<file path="config.mk">
export PLATFORM = sky130hd
export DESIGN_NAME = crc16_reflected_input_top_flat
export DESIGN_NICKNAME = d
export VERILOG_FILES = /design/src/crc16ri_pkg.sv /design/src/crc16ri_if.sv /design/src/crc16ri_update.sv /design/src/crc16_reflected_input_top.sv /design/src/flat_wrapper.sv
export SDC_FILE = /design/constraint.sdc
export NUM_CORES = 1
export LEC_CHECK = 0
export BUFFER_PORTS_ARGS = -buffer_cell sky130_fd_sc_hd__buf_2
export CAP_MARGIN = 20
export CORE_MARGIN = 2
export CORE_UTILIZATION = 55
export DETAILED_ROUTE_END_ITERATION = 8
export PLACE_DENSITY = 0.78
export SETUP_SLACK_MARGIN = 0.5
export SLEW_MARGIN = 40
export SYNTH_ARGS = -nofsm -noshare
export SYNTH_HDL_FRONTEND = slang
export SYNTH_SLANG_ARGS = --single-unit
</file>
<file path="constraint.sdc">
create_clock -name clk -period 4.5 [get_ports clk]
set_clock_uncertainty 0.15 [all_clocks]
set_input_delay 1.35 -clock clk [delete_from_list [all_inputs] [get_ports clk]]
set_output_delay 1.35 -clock clk [all_outputs]
set_load 0.005 [all_outputs]
</file>
<file path="src/crc16ri_pkg.sv">
// crc16ri_pkg: types and constants for the reflected-input crc-16 block
// no dependencies; imported by the interfaces and all crc16ri modules
`default_nettype none

package crc16ri_pkg;

    typedef logic [7:0]  byte_t;
    typedef logic [15:0] crc_t;

    localparam crc_t CRC_POLY = 16'h1021;
    localparam crc_t CRC_TOP  = 16'h8000;
    localparam crc_t CRC_INIT = 16'h0000;

endpackage

`default_nettype wire

</file>
<file path="src/crc16ri_if.sv">
// crc16ri_in_if and crc16ri_out_if: valid/ready channels for message bytes and crc results
// depends on crc16ri_pkg for payload types
`default_nettype none

interface crc16ri_in_if;
    import crc16ri_pkg::*;

    logic  valid;
    logic  ready;
    byte_t data_byte;
    logic  last_byte;

    modport source (output valid, output data_byte, output last_byte, input ready);
    modport sink   (input valid, input data_byte, input last_byte, output ready);
endinterface

interface crc16ri_out_if;
    import crc16ri_pkg::*;

    logic valid;
    logic ready;
    crc_t crc_value;

    modport source (output valid, output crc_value, input ready);
    modport sink   (input valid, input crc_value, output ready);
endinterface

`default_nettype wire

</file>
<file path="src/crc16ri_update.sv">
// crc16ri_update: one byte of crc-16 (poly 0x1021, msb-first) with the input byte reflected
// depends on crc16ri_pkg
`default_nettype none

module crc16ri_update (
    input  crc16ri_pkg::crc_t  crc_in,
    input  crc16ri_pkg::byte_t data_byte,
    output crc16ri_pkg::crc_t  crc_out
);
    import crc16ri_pkg::*;

    byte_t reflected;
    crc_t  step [0:8];

    always_comb
    begin
        for (int i = 0; i < 8; i++)
        begin
            reflected[i] = data_byte[7 - i];
        end
    end

    assign step[0] = crc_in ^ {reflected, 8'h00};

    genvar g;
    generate
        for (g = 0; g < 8; g++)
        begin : g_shift
            assign step[g + 1] = ((step[g] & CRC_TOP) != '0)
                                 ? ({step[g][14:0], 1'b0} ^ CRC_POLY)
                                 : {step[g][14:0], 1'b0};
        end
    endgenerate

    assign crc_out = step[8];

endmodule

`default_nettype wire

</file>
<file path="src/crc16_reflected_input_top.sv">
// crc16_reflected_input_top: byte-serial crc-16 (reflected input, init zero, no final xor)
// a last byte is held in the input register, then its crc goes to the result register once that is free
// throughput: one byte per cycle, set by the input register feeding the byte update
// network and the single result register; the input stalls only while a result waits
// reset: rst_n async active low clears valids and sets the accumulator to zero
// depends on crc16ri_pkg, crc16ri_in_if, crc16ri_out_if and crc16ri_update
`default_nettype none

module crc16_reflected_input_top (
    input  wire logic         clk,
    input  wire logic         rst_n,
    crc16ri_in_if.sink        msg,
    crc16ri_out_if.source     crc
);
    import crc16ri_pkg::*;

    logic  s1_valid_reg;
    byte_t s1_byte_reg;
    logic  s1_last_reg;
    crc_t  acc_reg;
    crc_t  acc_next;
    logic  out_valid_reg;
    crc_t  out_crc_reg;
    crc_t  crc_new;
    logic  out_free;
    logic  s1_fire;
    logic  in_fire;

    crc16ri_update u_update (
        .crc_in    (acc_reg),
        .data_byte (s1_byte_reg),
        .crc_out   (crc_new)
    );

    assign out_free  = !out_valid_reg || crc.ready;
    assign s1_fire   = s1_valid_reg && (!s1_last_reg || out_free);
    assign msg.ready = !s1_valid_reg || s1_fire;
    assign in_fire   = msg.valid && msg.ready;
    assign acc_next  = s1_last_reg ? CRC_INIT : crc_new;

    always_ff @(posedge clk or negedge rst_n)
    begin
        if (!rst_n)
        begin
            s1_valid_reg <= 1'b0;
        end
        else if (msg.ready)
        begin
            s1_valid_reg <= msg.valid;
        end
    end

    always_ff @(posedge clk)
    begin
        if (in_fire)
        begin
            s1_byte_reg <= msg.data_byte;
            s1_last_reg <= msg.last_byte;
        end
    end

    always_ff @(posedge clk or negedge rst_n)
    begin
        if (!rst_n)
        begin
            acc_reg <= CRC_INIT;
        end
        else if (s1_fire)
        begin
            acc_reg <= acc_next;
        end
    end

    always_ff @(posedge clk or negedge rst_n)
    begin
        if (!rst_n)
        begin
            out_valid_reg <= 1'b0;
        end
        else if (out_free)
        begin
            out_valid_reg <= s1_fire && s1_last_reg;
        end
    end

    always_ff @(posedge clk)
    begin
        if (s1_fire && s1_last_reg)
        begin
            out_crc_reg <= crc_new;
        end
    end

    assign crc.valid     = out_valid_reg;
    assign crc.crc_value = out_crc_reg;

    // accumulator restarts after the last byte of a message
    a_acc_clear: assert property (@(posedge clk) disable iff (!rst_n)
        (s1_fire && s1_last_reg) |=> (acc_reg == CRC_INIT))
        else $error("accumulator not cleared after last byte");

    // a result appears only from a last byte leaving the input register
    a_out_origin: assert property (@(posedge clk) disable iff (!rst_n)
        (out_free && !(s1_fire && s1_last_reg)) |=> !out_valid_reg)
        else $error("result without a last byte");

    // an empty input register always takes a new transaction
    a_in_ready: assert property (@(posedge clk) disable iff (!rst_n)
        !s1_valid_reg |-> msg.ready)
        else $error("input stalled while empty");

endmodule

`default_nettype wire
</file>
<file path="src/flat_wrapper.sv">
// flat-port wrapper written by rule: the top's interface ports become plain ports
module crc16_reflected_input_top_flat import crc16ri_pkg::*;
  (clk, rst_n, msg_valid, msg_data_byte, msg_last_byte, msg_ready, crc_valid, crc_crc_value, crc_ready);
  crc16ri_in_if msg_i ();
  crc16ri_out_if crc_i ();
  input  wire logic clk;
  input  wire logic rst_n;
  input wire logic [$bits(msg_i.valid)-1:0] msg_valid;
  input wire logic [$bits(msg_i.data_byte)-1:0] msg_data_byte;
  input wire logic [$bits(msg_i.last_byte)-1:0] msg_last_byte;
  output wire logic [$bits(msg_i.ready)-1:0] msg_ready;
  output wire logic [$bits(crc_i.valid)-1:0] crc_valid;
  output wire logic [$bits(crc_i.crc_value)-1:0] crc_crc_value;
  input wire logic [$bits(crc_i.ready)-1:0] crc_ready;
  assign msg_i.valid = msg_valid;
  assign msg_i.data_byte = msg_data_byte;
  assign msg_i.last_byte = msg_last_byte;
  assign msg_ready = msg_i.ready;
  assign crc_valid = crc_i.valid;
  assign crc_crc_value = crc_i.crc_value;
  assign crc_i.ready = crc_ready;
  crc16_reflected_input_top u_core (.clk(clk), .rst_n(rst_n), .msg(msg_i), .crc(crc_i));
endmodule
</file>
==> run metrics <==
clock root cell=clkbuf_4; synthesized flop and latch total=43; grt ovf=0; drt initial violations=43; Leak=0.951 nW; Max Cap Viol=0; final setup fails=0; fill cell count=233; vias per cell=5.18; Worst-path clk slew=0.12 ns; top cells by area, synth=edfxtp_1 41%, dfrtp_1 25%, xnor3_1 11%, a22o_1 5.2%, xnor2_1 4.3%; Slew @ Worst Pin=0.756 ns; CP Cell Sequence=buf_2 > or3_1 > buf_2; Post-Syn Area=1840 µm²; worst-path fanout max=3; die extent in x=61.8 µm; HPWL after DPL=1960 µm; total vias in the final route=954; Tot Pwr=0.00145 W; nets=152; Tmin final=3.52 ns; Routed Wire Length=2850 µm; pin count of the biggest net entering global routing=19; CP max-delay cell=or3_1; syn_nets=116; unrepaired setup endpoints after global routing=false; Synth top area share=0.409; CTS Buf Count=5; Routed Antenna Nets=0; number of remaining DRC errors=0; io pins=31; synthesis-to-layout area growth=16.0%; ANT cells=0; vias in the first global route=1003; leading area contributor after synthesis=edfxtp_1; Post-CTS Resized=0; PwrDens=680 nW/µm²; Synth Warn #=0; core area=3100 µm²; clk_lat worst skew=0.35 ns; HP Class=reg2reg; die span in y=61.8 µm; global-route wire length before repair=4600 µm; kind of critical path=in2out; Final Max Tran Viols=0; Hold Vio Cnt, Final=0; Die ar.=3820 µm²; Critical Path AT=2.02 ns; setup TNS=0 ns; Required @ worst endpoint=3.00 ns; most frequent CP cell=buf_2; Starting Density=0.592; critical path's top delay family=simple AND/OR/NAND/NOR gates; Mapped Cells=103; antenna violations before repair=0; maximum vdd drop=0.000436 V; Seq/Total Area, Yosys=0.654; cell row count=20; Port Buf Inserts=30; WP buf/inv=2; post-synth cell types=21; average cell area after synthesis=17.8 µm²; status=completed; period utilization=0.782; share of cells above drive strength 1=0.329; TritonCTS clock tree=done; routability cong.=0.771; Slew HR=0.496; clock buffer depth=2; H-tree levels=2; Setup crit start kind=primary input; hold_buf cts=0; fmax=284 MHz; drt pass-1 iters=4; CTS sink cnt=43; GR Util All Layers=0.183; Post-CTS Setup Bufs=0; Worst Setup End Kind=output port; CP max stage delay=0.40 ns; WL per Instance=15.5 µm
-- layer usage --
layer	GRT usage	part of all wire	up-vias
li1	-	-	445
met1	0.205	0.41	471
met2	0.301	0.53	34
met3	0.0683	0.049	4
met4	0.103	0.015	0
met5	0	0	-
-- final cells by class --
type,instances,area (µm²),area share
Clock buffer,6,51.3,0.0241
Inverter,8,30.0,0.0141
Clock inverter,2,35.0,0.0165
Timing Repair Buffer,31,158,0.0741
Sequential cell,43,1200,0.564
Multi-Input combinational cell,50,598,0.281
Tap cell,44,55.1,0.0259
-- through the flow --
step	hold WS, ns	std cells	instance area, µm²	setup WS [ns]	util
after floorplan	0.325	103	1840	1.25	-
after global placement	0.342	176	2040	1.00	0.657
after detailed placement	0.349	176	2040	0.989	0.657
after CTS	0.377	184	2130	0.986	0.685
after global routing	0.401	184	2130	0.962	0.686
final	0.376	184	2130	0.983	0.686
-- placed cells by master, fill, tap and decap left out, types with 4 or more instances in the layout --
master,n
buf_2,30
edfxtp_1,25
dfrtp_1,18
a22o_1,11
xnor2_1,9
xnor3_1,9
inv_1,8
clkbuf_4,5
o2bb2ai_1,4
-- final timing paths --
kind,from,end,slack (ns),depth (start not counted)
max,crc_ready,msg_ready,0.98,3
min,u_core.acc_reg[6],u_core.acc_reg[6],0.38,1
max reg2reg,u_core.s1_last_reg,u_core.crc.crc_value[12],2.54,4
min reg2reg,u_core.acc_reg[6],u_core.acc_reg[6],0.38,1
max in group asynchronous,rst_n,u_core.acc_reg[4],3.13,1
min in group asynchronous,rst_n,u_core.acc_reg[11],0.76,1
-- report_power, final --
group | switching [W] | leakage, nW | internal, W
Clock | 0.000118 | 0.0482 | 0.000131
Sequential | 0.0000677 | 0.468 | 0.000584
Combinational | 0.000229 | 0.435 | 0.000316
Total | 0.000415 | 0.951 | 0.00103
-- cell usage after synthesis, drive strengths merged --
cell type / count
xnor2: 13
xor2: 2
or3: 1
buf: 1
dfrtp: 18
nor2: 2
nand2b: 1
o31ai: 1
nor2b: 1
a22o: 11
edfxtp: 25
xnor3: 9
o2bb2ai: 4
clkbuf: 1
mux2: 1
and2: 1
inv: 8
nand2: 2
o21ai: 1
-- cell families (layout without fill, tap and decap cells) --
| logic type | Yosys count | count (layout) | synth area share |
|---|---|---|---|
| mux | 1 | 1 | 0.00613 |
| buf+inv | 10 | 47 | 0.0211 |
| compound gates | 17 | 17 | 0.0859 |
| simple gates | 8 | 8 | 0.0218 |
| flops | 43 | 43 | 0.654 |
| xor+xnor | 24 | 24 | 0.211 |
Power figures use the tool's default switching activity.
